[src/rtl/core/fttl_pkg.sv]
// ----------------------------------------------------------------------------
// fttl_pkg: shared types and constants for the TTL key cache
// Holds the entry count, field widths, operation and status codes.
// ----------------------------------------------------------------------------
package fttl_pkg;

    localparam int ENTRIES = 16;
    localparam int CNT_W = $clog2(ENTRIES + 1);
    localparam int IDX_W = $clog2(ENTRIES);

    typedef enum logic [2:0] {
        OP_GET      = 3'd0,
        OP_PUT      = 3'd1,
        OP_LOAD     = 3'd2,
        OP_SNAPSHOT = 3'd3,
        OP_CLEAR    = 3'd4
    } op_t;

    localparam logic [1:0] ST_MISS   = 2'd0;
    localparam logic [1:0] ST_HIT    = 2'd1;
    localparam logic [1:0] ST_REJECT = 2'd2;
    localparam logic [1:0] ST_SNAP   = 2'd3;

    localparam logic [0:0] CFG_CAPACITY = 1'b0;
    localparam logic [0:0] CFG_TTL      = 1'b1;

    // One stored entry.
    typedef struct packed {
        logic        valid;
        logic [63:0] key;
        logic [31:0] handle;
        logic [31:0] stamp;
    } entry_t;

    // Per-cycle commands broadcast from the controller to every cell.
    typedef struct packed {
        logic        shift;     // compact: take neighbor's entry if at or above hole
        logic        clear;     // drop all entries
        logic        write;     // write the target cell; beats a shift in that cell
        logic        rotate;    // snapshot: move every entry one place toward head
        entry_t      wdata;
    } cell_cmd_t;

    typedef enum logic [2:0] {
        S_IDLE,
        S_EXEC,
        S_EVICT,
        S_SNAP,
        S_OUT
    } state_t;

endpackage

[src/rtl/core/fttl_cell.sv]
// ----------------------------------------------------------------------------
// fttl_cell: one slot of the age-ordered entry chain
// Cell 0 is the oldest. A cell compares its key and may take the entry of
// its upper neighbor when a hole at or below it closes, or when the chain rotates.
// A write aimed at this cell takes precedence over a shift.
// ----------------------------------------------------------------------------
module fttl_cell (
    input  logic               clk,
    input  logic               rst_n,
    input  fttl_pkg::cell_cmd_t cmd,
    input  logic               kill,      // this cell's entry is removed
    input  logic               move_up,   // hole at or below: take neighbor
    input  logic               wsel,      // this cell is the write target
    input  fttl_pkg::entry_t   upper,     // entry of neighbor above
    input  logic [63:0]        req_key,
    output fttl_pkg::entry_t   ent,
    output logic               match
);
    import fttl_pkg::*;

    logic   valid_reg, valid_next;
    entry_t data_reg, data_next;

    assign ent   = '{valid: valid_reg, key: data_reg.key, handle: data_reg.handle,
                     stamp: data_reg.stamp};
    assign match = valid_reg && (data_reg.key == req_key);

    // Next entry of this slot.
    always_comb
    begin
        valid_next = valid_reg;
        data_next  = data_reg;
        if (cmd.clear)
        begin
            valid_next = 1'b0;
        end
        else if (cmd.write && wsel)
        begin
            valid_next = 1'b1;
            data_next  = cmd.wdata;
        end
        else if (cmd.rotate || (cmd.shift && move_up))
        begin
            valid_next = upper.valid;
            data_next  = upper;
        end
        else if (kill)
        begin
            valid_next = 1'b0;
        end
    end

    always_ff @(posedge clk or negedge rst_n)
    begin
        if (!rst_n)
        begin
            valid_reg <= 1'b0;
        end
        else
        begin
            valid_reg <= valid_next;
        end
    end

    always_ff @(posedge clk)
    begin
        data_reg <= data_next;
    end

endmodule

[config.mk]
export PLATFORM = sky130hd
export DESIGN_NAME = fttl_cell
export DESIGN_NICKNAME = d
export VERILOG_FILES = /design/src/rtl/core/fttl_pkg.sv /design/src/rtl/core/fttl_cell.sv
export SDC_FILE = /design/constraint.sdc
export NUM_CORES = 1
export LEC_CHECK = 0
export ABC_AREA = 1
export BUFFER_PORTS_ARGS = -buffer_cell sky130_fd_sc_hd__buf_2
export CAP_MARGIN = 20
export CORE_AREA = 5 5 178 180
export CTS_CLUSTER_SIZE = 24
export DETAILED_ROUTE_END_ITERATION = 16
export DIE_AREA = 0 0 183 185
export PLACE_DENSITY = 0.46
export SYNTH_ARGS = -nofsm -noshare
export SYNTH_HDL_FRONTEND = slang
export SYNTH_SLANG_ARGS = --single-unit
[constraint.sdc]
create_clock -name clk -period 1.33 [get_ports clk]
set_clock_uncertainty 0.15 [all_clocks]
set_input_delay 0.266 -clock clk [delete_from_list [all_inputs] [get_ports clk]]
set_output_delay 0.266 -clock clk [all_outputs]
set_load 0.03 [all_outputs]
### Yosys cells after proc, flatten, opt, wreduce, memory -nomap -nowiden

Index checks and enable logic that the tools add are counted.

* equality and inequality tests: 1
* multiplexer cells: 6
* bitwise operators: 1
* reductions and logical operators: 7

Operators by type and width (number)
* $mux 128: 2
* $eq 64x64->1: 1
* $mux 1: 4
* $reduce_bool 4->1: 1
* $logic_and 1x1->1: 3
* $reduce_and 2->1: 1
* $reduce_bool 2->1: 1
* $logic_or 1x1->1: 1
* $not 1->1: 1

* flip-flop bits (word level): 129
* input port bits: 331
* output and inout bits: 130
* word-level logic and storage cells: 19

### Logic depth before layout (Yosys ltp)

Gate-level depths: netlist of the first run.

* depth in word-level cells: 5
* depth in mapped cells: 10
* depth with buffers taken out: 10

### Least setup slack after synthesis of the first run

OpenSTA, ideal clock, no wires.

* path type: in2reg
* from: input port cmd[130] (netlist name)
* to: register valid_reg
* setup time: 0.110 ns
* data arrival time: 3.400 ns
* required time: 1.070 ns
* path slack: -2.330 ns
* stages: 6
* path buffers: 0
* cell sequence: nand2_2 > nand2_1 > nand2_1 > inv_1 > o21ai_0 > o41ai_1

* longest elaborated chain between the ends: 3
* elaborated cells between the ends (all ways): 4
* those cells by class: mux (2); reduce/logical (2)

RTL lines
* start, declared: line fttl_cell.sv:10 `input fttl_pkg::cell_cmd_t cmd,`
* $logic_and 1x1->1 (*): line fttl_cell.sv:37 `else if (cmd.write && wsel)`
* $mux 1: line fttl_cell.sv:37
* $mux 1: line fttl_cell.sv:33 `if (cmd.clear)`
* end signal, assigned: line fttl_cell.sv:61 `valid_reg <= valid_next;`
* end, declared: line fttl_cell.sv:21 `logic valid_reg, valid_next;`

Mark *: on every way between the ends. The rest lies on a longest branch, timed or not.
A chain may end at the register's enable or synchronous reset.

### Worst setup path after layout of the first run

* from: register data_reg, in the netlist ent[120]
* to: output port match

* longest elaborated chain between the ends: 2

RTL lines
* start, declared: line fttl_cell.sv:22 `entry_t data_reg, data_next;`
* start signal, assigned: line fttl_cell.sv:67 `data_reg <= data_next;`
* $eq 64x64->1: line fttl_cell.sv:26 `assign match = valid_reg && (data_reg.key == req_key);`
* $logic_and 1x1->1: line fttl_cell.sv:26
* end, declared: line fttl_cell.sv:17 `output logic match`

No other way between the ends.

==> flow_summary.json, run 1 <==
{
  "failed_checks": "setup timing",
  "grt_start_max_net_pins": 40,
  "portBuffers": 459,
  "timing.final.hold_violations": 0,
  "number_of_antenna_violations_at_the_first_check_in_global_routing": 5,
  "routabilityCongestion": 0.843,
  "grt.busiest_layer": "met2",
  "clock_tree.root_cell": "clkbuf_16",
  "critical_path_at_ps": 1800,
  "final_max_slew_viols": 0,
  "max_freq_mhz": 450,
  "drtIter0Drc": 276,
  "timing.final.ws_setup_ps": -891,
  "post-route-min-period_ps": 2220,
  "synthFlopType": "edfxtp_1",
  "timing_worst_setup_path_type": "flip-flop to primary output",
  "synth_largest_type_area_fraction_pct": 58.3,
  "power_leakage_nw": 6.79,
  "crit_required_ps": 910,
  "dp_hpwl_um": 23600,
  "synthesis.instances": 796,
  "dpl_worst_slack_ps": -717,
  "placed_cells": 1683,
  "layoutNonFillerInstCount": 1942,
  "worst_skew_pair.late_latency_ps": 410,
  "grt_util_met3_pct": 6.91,
  "vdd_ir_drop_max_mv": 0.771,
  "globalRouteOverflowTotal": 0,
  "drv_cap": 0,
  "cts_inserted_buffers": 17,
  "synthToLayoutAreaGrowth_pct": 107,
  "starting_density_of_the_core_pct": 21.9,
  "dieArea_sq_um": 33900,
  "clock_tree.htree_level_count": 4,
  "avgViaCountPerCell": 4.07,
  "postSynth.asyncResetShare_pct": 0.775,
  "drt_first_pass_iters": 5,
  "crit_path_max_fanout": 2,
  "net_count_reported_at_finish": 1863,
  "grt_util_met2_pct": 34.1,
  "layout.filler_cells": 2876,
  "synth_top_cells_by_count": "484 x nand2_1, 128 x edfxtp_1, 72 x inv_1",
  "top_level_ports": 461,
  "synth_most_common_cell": "nand2_1",
  "route.final.wire_length_um": 32200,
  "first_pass_grt_wire_length_um": 46700,
  "ys_warn_count": 0,
  "cts.sinks": 129,
  "design_power_total_mw": 14.1,
  "holdCritPathClass": "input port to flip-flop",
  "cts.clk_slew.worst_paths_ps": 70,
  "rsz0062_at_grt": "yes",
  "grtUsageMet1_pct": 18.2,
  "timing_worst_slew_pin_value_ps": 444,
  "track_usage_pct": 18.2,
  "drive_gt1_share_pct": 37.3,
  "slew-limit-headroom_pct": 70.4,
  "die_height_um": 185,
  "status": "finished with violations",
  "pwr_cell_area_nw_per_um2": 1030,
  "number_of_global_route_vias_before_repair": 8527,
  "detail_route.wl_per_cell_um": 16.6,
  "largest_register_ff_count": 128,
  "die_w_um": 183,
  "synth.top_cells.by_area": "edfxtp_1 58%, nand2_1 28%, inv_1 4.1%, xnor2_1 2.7%, buf_2 1.9%",
  "ctsLongestPathBuffers": 2,
  "cts_tree": "built",
  "final.hold.worst_slack_ps": 5.05,
  "synth.lib_cells_used.distinct": 19,
  "synth_largest_area_cell": "edfxtp_1",
  "ys_seq_elements": 129,
  "end_kind": "primary output",
  "final-seq-area_sq_um": 3870,
  "drc_errors": 0,
  "synthesis.nets": 1127,
  "synthesis.area_sq_um": 6590,
  "core_region_area_sq_um": 30000,
  "post_synth.cell_area_avg_sq_um": 8.28,
  "post_drt_antenna_nets": 0,
  "via_count": 7911,
  "final.period_utilization_pct": 167,
  "footprint_of_the_multi_input_gates_sq_um": 2380,
  "finalSetupViolCount": 130,
  "synth_sequential_area_ratio_pct": 58.7,
  "critPathLaunchType": "flip-flop",
  "number_of_enable_type_register_cells_in_the_synthesized_netlist": 128,
  "placement_rows": 64
}
==> routing by layer <==
| layer | wire length (um) | share of wire (%) |
|---|---|---|
| met1 | 11300 | 35 |
| met2 | 16900 | 52 |
| met3 | 2930 | 9.1 |
| met4 | 1080 | 3.3 |
| met5 | 41 | 0.13 |
==> logic make-up after synthesis <==
logic type / count (synthesis) / synth area share, %
and+or+nand+nor: 522 / 30.1
DFF: 129 / 58.7
buffers and inverters: 103 / 6.51
xor gates and xnor gates: 23 / 3.06
AOI/OAI and AO/OA: 19 / 1.65
==> through the flow <==
stage	cell area (sq um)	setup TNS, ps	utilization [%]
4_1_cts	13600	-16650	45.2
5_1_grt	13700	-19330	45.5
3_5_place_dp	9860	-50750	32.9
6_report	13700	-12410	45.5
2_1_floorplan	6610	-210980	-
3_3_place_gp	9860	-48520	32.9
==> report_power, final <==
part	internal, mW	switching (mW)
clock network	2.60	1.99
logic	2.12	2.15
registers	4.99	0.277
total	9.72	4.42
==> worst max-delay path, cell delays in order, from the launching register on <==
cell and delay (ps):
edfxtp_1 450, xnor2_2 220, nand2_2 100, nor2_2 100, nand2_1 50, nor2_1 120, nand3_2 110, nor2_4 90
buf_6 150
==> worst paths after layout <==
kind / startpoint / endpoint / slack [ps] / depth (start not counted)
setup / recovery: ent[120] / match / -890 / 8
hold / removal: upper[80] / ent[80] / 5 / 3
setup reg to reg: valid_reg / valid_reg / 170 / 3
hold reg to reg: valid_reg / valid_reg / 540 / 3
max in group asynchronous: rst_n / valid_reg / 360 / 3
min in group asynchronous: rst_n / valid_reg / 570 / 3
==> final cells by class <==
cell class / count / share of cell area (%)
repair buffers: 746 / 44.5
flip-flops and latches: 129 / 28.3
multi-input cells: 564 / 17.4
well taps: 396 / 3.63
clock buffers: 18 / 3.14
inverters: 74 / 2.08
clock inverters: 14 / 0.961
diodes: 1 / 0.0183
==> cells in the final DEF, fill, tap and decap left out, types with 5 or more instances in the layout <==
master	count
o21ai_0	7
nor2_1	17
nand2_1	479
clkbuf_16	17
buf_4	26
buf_2	330
dlygate4sd3_1	223
nor2_2	5
xnor2_1	19
buf_12	12
o22ai_1	8
edfxtp_1	128
inv_1	71
buf_6	152
==> timing repair <==
item	4_1_cts	5_1_grt
resized for setup	288	24
pin swaps	13	2
setup buffers	13	11
endpoints found under the hold margin	116	1
hold buffers	222	1
setup endpoints to repair	130	130
(Power assumes the default switching activity.)
==> inputs of run 2 (changes only) <==
--- a/config.mk
+++ b/config.mk
@@ -8,11 +8,14 @@
 export ABC_AREA = 1
 export BUFFER_PORTS_ARGS = -buffer_cell sky130_fd_sc_hd__buf_2
 export CAP_MARGIN = 20
-export CORE_AREA = 5 5 178 180
+export CELL_PAD_IN_SITES_DETAIL_PLACEMENT = 1
+export CELL_PAD_IN_SITES_GLOBAL_PLACEMENT = 2
+export CORE_ASPECT_RATIO = 1.5
+export CORE_MARGIN = 5
+export CORE_UTILIZATION = 19
 export CTS_CLUSTER_SIZE = 24
 export DETAILED_ROUTE_END_ITERATION = 16
-export DIE_AREA = 0 0 183 185
-export PLACE_DENSITY = 0.46
+export PLACE_DENSITY = 0.72
 export SYNTH_ARGS = -nofsm -noshare
 export SYNTH_HDL_FRONTEND = slang
 export SYNTH_SLANG_ARGS = --single-unit
==> run 2 against run 1 <==
Net effect: the flow still finishes with violations (setup timing); largest power group unchanged; cell area increased by 2.3%; sequential cell count unchanged; register-to-register slack better by 80 ps; sequential share of layout area shrank 0.65 points.
==> flow_summary.json, run 2 (synthesis results as in run 1) <==
{
  "status": "finished with violations",
  "failed_checks": "setup timing",
  "timing.final.hold_violations": 0,
  "design_power_total_mw": 14.5,
  "crit_start": "ent[121]",
  "core_region_area_sq_um": 34300,
  "power.clock.fraction_pct": 33.5,
  "grt_util_met3_pct": 5.51,
  "power_leakage_nw": 6.91,
  "placement_rows": 83,
  "rsz0062_at_grt": "yes",
  "critical_path_at_ps": 1900,
  "routabilityCongestion": 0.852,
  "timing_worst_slew_pin_value_ps": 338,
  "crit_required_ps": 910,
  "cts_tree": "built",
  "dp_hpwl_um": 26900,
  "detail_route.wl_per_cell_um": 18.7,
  "die_height_um": 238,
  "internal_power_mw": 10.1,
  "timing.final.ws_setup_ps": -985,
  "final.period_utilization_pct": 174,
  "cts.sinks": 129,
  "pwr-share-seq_pct": 36.3,
  "critical_r2r_launch": "valid_reg",
  "via_count": 8310,
  "switching_share_pct": 30.5,
  "grt_start_max_net_pins": 48,
  "post_drt_antenna_nets": 0,
  "portBuffers": 459,
  "timing_worst_setup_path_type": "flip-flop to primary output",
  "synthToLayoutAreaGrowth_pct": 112,
  "clock_tree.root_cell": "clkbuf_16",
  "crit_path_max_fanout": 2,
  "holdCritPathClass": "input port to flip-flop",
  "drc_errors": 0,
  "drtIter0Drc": 276,
  "clock_tree.htree_level_count": 4,
  "avgViaCountPerCell": 4.13,
  "utilization_pct": 40.8,
  "worst_skew_pair.late_latency_ps": 430,
  "vdd_ir_drop_max_mv": 0.627,
  "drive_gt1_share_pct": 37.2,
  "post-route-min-period_ps": 2320,
  "grtUsageMet1_pct": 17.7,
  "final_max_slew_viols": 0,
  "grt_util_met2_pct": 36.8,
  "dieArea_sq_um": 38600,
  "globalRouteOverflowTotal": 0,
  "layout.cells.most_common_list": "479 x nand2_1, 329 x buf_2, 246 x dlygate4sd3_1",
  "top_level_ports": 461,
  "final.hold.worst_slack_ps": 9.43,
  "pwr_cell_area_nw_per_um2": 1040,
  "track_usage_pct": 19.1,
  "grt.busiest_layer": "met2",
  "max_freq_mhz": 432,
  "layout_commonest_cell": "nand2_1",
  "drt_first_pass_iters": 4,
  "end_kind": "primary output",
  "cts.clk_slew.worst_paths_ps": 60,
  "ctsLongestPathBuffers": 2,
  "dpl_worst_slack_ps": -688,
  "p_sw_mw": 4.44,
  "number_of_antenna_violations_at_the_first_check_in_global_routing": 14,
  "slew-limit-headroom_pct": 77.4,
  "min-delay-start": "cmd[92]",
  "finalSetupViolCount": 130,
  "critPathLaunchType": "flip-flop",
  "net_count_reported_at_finish": 1891,
  "combPwrFrac_pct": 30.2,
  "timing.setup.tns_ps": -15430,
  "largest_register_ff_count": 128,
  "drv_cap": 0,
  "first_pass_grt_wire_length_um": 55200,
  "starting_density_of_the_core_pct": 19.2,
  "cts_inserted_buffers": 17,
  "die_w_um": 162,
  "number_of_global_route_vias_before_repair": 9587,
  "route.final.wire_length_um": 37700
}
## run 2: changes by cell type in the layout (fill, tap and decap cells not counted), sizes merged
cell         delta
buf             +5
bufinv          +2
clkinv          +1
diode          +13
dlygate4sd3    +23
inv             -4
## run 2: worst max-delay path, cell delays in order (launching register included)
cell      delay (ps)
edfxtp_1         440
xnor2_2          180
nand2_1           90
nor2_1           140
buf_4            140
nand2_1           50
nor2_2            90
nand3_2          110
nor2_4           100
buf_6            130
## run 2: area by class of cell
cell class / instances / area (sq um)
Tap cell: 425 / 532
Multi-Input combinational cell: 564 / 2390
Clock buffer: 18 / 429
Sequential cell: 129 / 3870
Inverter: 74 / 284
Timing Repair Buffer: 774 / 6280
Antenna cell: 14 / 35.0
Fill cell: 4068 / 20300
Clock inverter: 13 / 164
## run 2: power by group through the flow
stage          logic [mW]  registers [mW]  clock network (mW)
6_report             4.39            5.28                4.87
5_1_grt              4.70            5.32                5.18
4_1_cts              4.31            5.27                5.04
3_5_place_dp         3.18            5.27                   0
3_3_place_gp         3.16            5.25                   0
2_1_floorplan       0.786            6.10                   0
## run 2: worst paths after layout
kind | end | slack (ps) | cells past startpoint
hold / removal | ent[92] | 9 | 3
setup reg to reg | valid_reg | 250 | 3
max in group asynchronous | valid_reg | 370 | 3
min in group asynchronous | valid_reg | 550 | 3
hold reg to reg | valid_reg | 550 | 3
setup / recovery | match | -990 | 9
## run 2: timing repair
| item | CTS | global route |
|---|---|---|
| endpoints found under the hold margin | 124 | 0 |
| pin swaps | 5 | 8 |
| endpoints found under the setup margin | 130 | 131 |
| hold buffers | 246 | 0 |
| buffers inserted | 13 | 18 |
| resized for setup | 287 | 26 |
## run 2: through the flow
stage	instances	cell area (sq um)
after global placement	1712	9850
after floorplan	796	6610
after CTS	1990	13800
after global routing	2009	14000
after detailed placement	1712	9850
final	2011	14000
## run 2: metal layers
metal / routed length [um] / vias up / part of all wire, %
met4: 2030 / 2 / 5.4
met5: 13 / - / 0.034
li1: - / 4020 / -
met1: 12400 / 3843 / 33
met3: 2250 / 106 / 6.0
met2: 21000 / 339 / 56
==> inputs of run 3 (changes only) <==
==> config.mk (replaced) <==
export PLATFORM = sky130hd
export DESIGN_NAME = fttl_cell
export DESIGN_NICKNAME = d
export VERILOG_FILES = /design/src/rtl/core/fttl_pkg.sv /design/src/rtl/core/fttl_cell.sv
export SDC_FILE = /design/constraint.sdc
export NUM_CORES = 1
export LEC_CHECK = 0
export ABC_AREA = 0
export BUFFER_PORTS_ARGS = -buffer_cell sky130_fd_sc_hd__buf_2
export CAP_MARGIN = 20
export CELL_PAD_IN_SITES_DETAIL_PLACEMENT = 1
export CELL_PAD_IN_SITES_GLOBAL_PLACEMENT = 2
export CORE_MARGIN = 5
export CORE_UTILIZATION = 22
export CTS_CLUSTER_SIZE = 24
export DETAILED_ROUTE_END_ITERATION = 16
export PLACE_DENSITY = 0.74
export SYNTH_ARGS = -nofsm -noshare
export SYNTH_HDL_FRONTEND = slang
export SYNTH_SLANG_ARGS = --single-unit
==> run 3 against run 2 <==
Net effect: the flow still finishes with violations (setup timing); critical path depth shrank 3; hold slack gained 12 ps; clock power shrank 3%; combinational power shrank 10%; fmax shrank 17%; sequential cell count is the same; via count shrank 26%; register-to-register slack lost 90 ps; worst setup slack lost 460 ps; first-iteration DRC count shrank 40%; routed wire length shrank 20%; critical endpoint unchanged; highest routed layer unchanged.
==> flow_summary.json, run 3 <==
{
  "status": "finished with violations",
  "failed_checks": "setup timing",
  "synth.lib_cells_used.distinct": 23,
  "placement_rows": 61,
  "track_usage_pct": 17.9,
  "die_w_um": 178,
  "routabilityCongestion": 0.830,
  "power.clock.fraction_pct": 33.9,
  "synth.top_cells.by_area": "edfxtp_1 62%, mux2_2 23%, xnor2_1 5.2%, buf_4 1.3%, inv_1 1.3%",
  "design_power_total_mw": 13.9,
  "timing.setup.tns_ps": -12120,
  "synthToLayoutAreaGrowth_pct": 105,
  "switching_share_pct": 29.1,
  "synthFlopType": "edfxtp_1",
  "p_sw_mw": 4.06,
  "largest_register_ff_count": 128,
  "timing.final.ws_setup_ps": -1440,
  "core_region_area_sq_um": 27800,
  "max_freq_mhz": 360,
  "crit_path_max_fanout": 2,
  "number_of_global_route_vias_before_repair": 7207,
  "critical_path_at_ps": 2360,
  "layoutNonFillerInstCount": 1476,
  "power_leakage_nw": 5.52,
  "dpl_worst_slack_ps": -1270,
  "die_height_um": 178,
  "cts.sinks": 129,
  "final.hold.worst_slack_ps": 21.1,
  "synth_largest_area_cell": "edfxtp_1",
  "clock_tree.htree_level_count": 4,
  "route.final.wire_length_um": 30100,
  "drt_first_pass_iters": 6,
  "layout.filler_cells": 3026,
  "drtIter0Drc": 166,
  "globalRouteOverflowTotal": 0,
  "vdd_ir_drop_max_mv": 0.557,
  "drc_errors": 0,
  "pwr_cell_area_nw_per_um2": 1090,
  "ctsLongestPathBuffers": 2,
  "cts.clk_slew.worst_paths_ps": 70,
  "holdCritPathClass": "input port to flip-flop",
  "final_max_slew_viols": 0,
  "placed_cells": 1265,
  "synth_largest_type_area_fraction_pct": 62.0,
  "min-delay-start": "upper[55]",
  "cts_inserted_buffers": 17,
  "starting_density_of_the_core_pct": 22.3,
  "clock_tree.root_cell": "clkbuf_16",
  "via_count": 6181,
  "critPathLaunchType": "flip-flop",
  "slew-limit-headroom_pct": 73.3,
  "finalSetupViolCount": 130,
  "layout.cells.most_common_list": "329 x buf_2, 173 x dlygate4sd3_1, 152 x buf_6",
  "ys_seq_elements": 129,
  "synthesis.area_sq_um": 6200,
  "drive_gt1_share_pct": 62.6,
  "dieArea_sq_um": 31600,
  "drv_cap": 0,
  "avgViaCountPerCell": 4.19,
  "timing_worst_setup_path_type": "flip-flop to primary output",
  "post-route-min-period_ps": 2770,
  "post_synth.cell_area_avg_sq_um": 16.1,
  "detail_route.wl_per_cell_um": 20.4,
  "number_of_enable_type_register_cells_in_the_synthesized_netlist": 128,
  "critical_r2r_launch": "valid_reg",
  "number_of_antenna_violations_at_the_first_check_in_global_routing": 4,
  "timing_worst_slew_pin_value_ps": 396,
  "layout.cell_area.non_filler_sq_um": 12700,
  "ys_warn_count": 0,
  "synth_top_cells_by_count": "128 x edfxtp_1, 128 x mux2_2, 37 x xnor2_1",
  "rsz0062_at_grt": "yes",
  "grt_start_max_net_pins": 30,
  "final.period_utilization_pct": 209,
  "synth_sequential_area_ratio_pct": 62.4,
  "postSynth.asyncResetShare_pct": 0.775,
  "portBuffers": 459,
  "utilization_pct": 45.8,
  "combPwrFrac_pct": 28.2,
  "pwr-share-seq_pct": 37.9,
  "crit_start": "ent[108]",
  "post_drt_antenna_nets": 0,
  "first_pass_grt_wire_length_um": 42400,
  "internal_power_mw": 9.87,
  "dp_hpwl_um": 21600,
  "net_count_reported_at_finish": 1413,
  "timing.final.hold_violations": 0,
  "cts_tree": "built",
  "layout_commonest_cell": "buf_2",
  "crit_required_ps": 910,
  "synthesis.nets": 715,
  "worst_skew_pair.late_latency_ps": 400,
  "placedInstanceArea_sq_um": 9460,
  "top_level_ports": 461,
  "end_kind": "primary output",
  "synthesis.instances": 384
}
-- run 3: cells by family (layout without fill, tap and decap cells) --
group	count (synthesis)	count (layout)	synth area share [%]
flops	129	129	62.4
mux	128	128	23.3
xor+xnor	45	45	6.36
buf+inv	37	748	2.99
compound gates	24	24	2.77
simple gates	21	21	2.20
other cells	0	3	0
-- run 3: power groups by stage --
stage          Combinational [mW]  Clock, mW  Sequential [mW]
4_1_cts                      3.86       4.86             5.26
5_1_grt                      4.14       5.05             5.32
2_1_floorplan               0.740          0             6.07
6_report                     3.93       4.72             5.28
3_5_place_dp                 2.94          0             5.26
3_3_place_gp                 2.92          0             5.23
-- run 3: cell type report --
type	instances	area, sq um	area share (%)
Tap cell	378	473	3.72
Clock inverter	14	156	1.23
Antenna cell	3	7.51	0.0590
Sequential cell	129	3870	30.4
Clock buffer	18	429	3.37
Multi-Input combinational cell	218	2200	17.3
Timing Repair Buffer	694	5510	43.3
Inverter	22	82.6	0.649
-- run 3: routing by layer --
layer / global-route usage [%] / part of all wire [%] / vias to the layer above
li1: - / - / 2885
met3: 7.03 / 9.6 / 42
met1: 18.1 / 35 / 2942
met4: 6.93 / 2.9 / 2
met5: 0 / 0.043 / -
met2: 33.1 / 53 / 310
-- run 3: repair_timing --
action,CTS,global route
hold endpoints to repair,96,6
hold buffers,166,7
gates resized for setup,279,17
buffers inserted,16,13
setup endpoints to repair,130,130
pin swaps,3,2
cloned,0,0
-- run 3: worst max-delay path, stage by stage (launching register included) --
cell and delay (ps):
edfxtp_1 430, xnor2_1 220, nand4_1 310, nor4_4 290, nand4_1 290, nor4_4 230
buf_6 170
-- run 3: final timing paths --
kind                       slack [ps]         to  depth (start not counted)
min in group asynchronous          60  valid_reg                          2
hold / removal                     20    ent[55]                          2
max in group asynchronous         880  valid_reg                          2
hold reg to reg                   670  valid_reg                          5
setup / recovery                -1440      match                          6
setup reg to reg                  160  valid_reg                          5
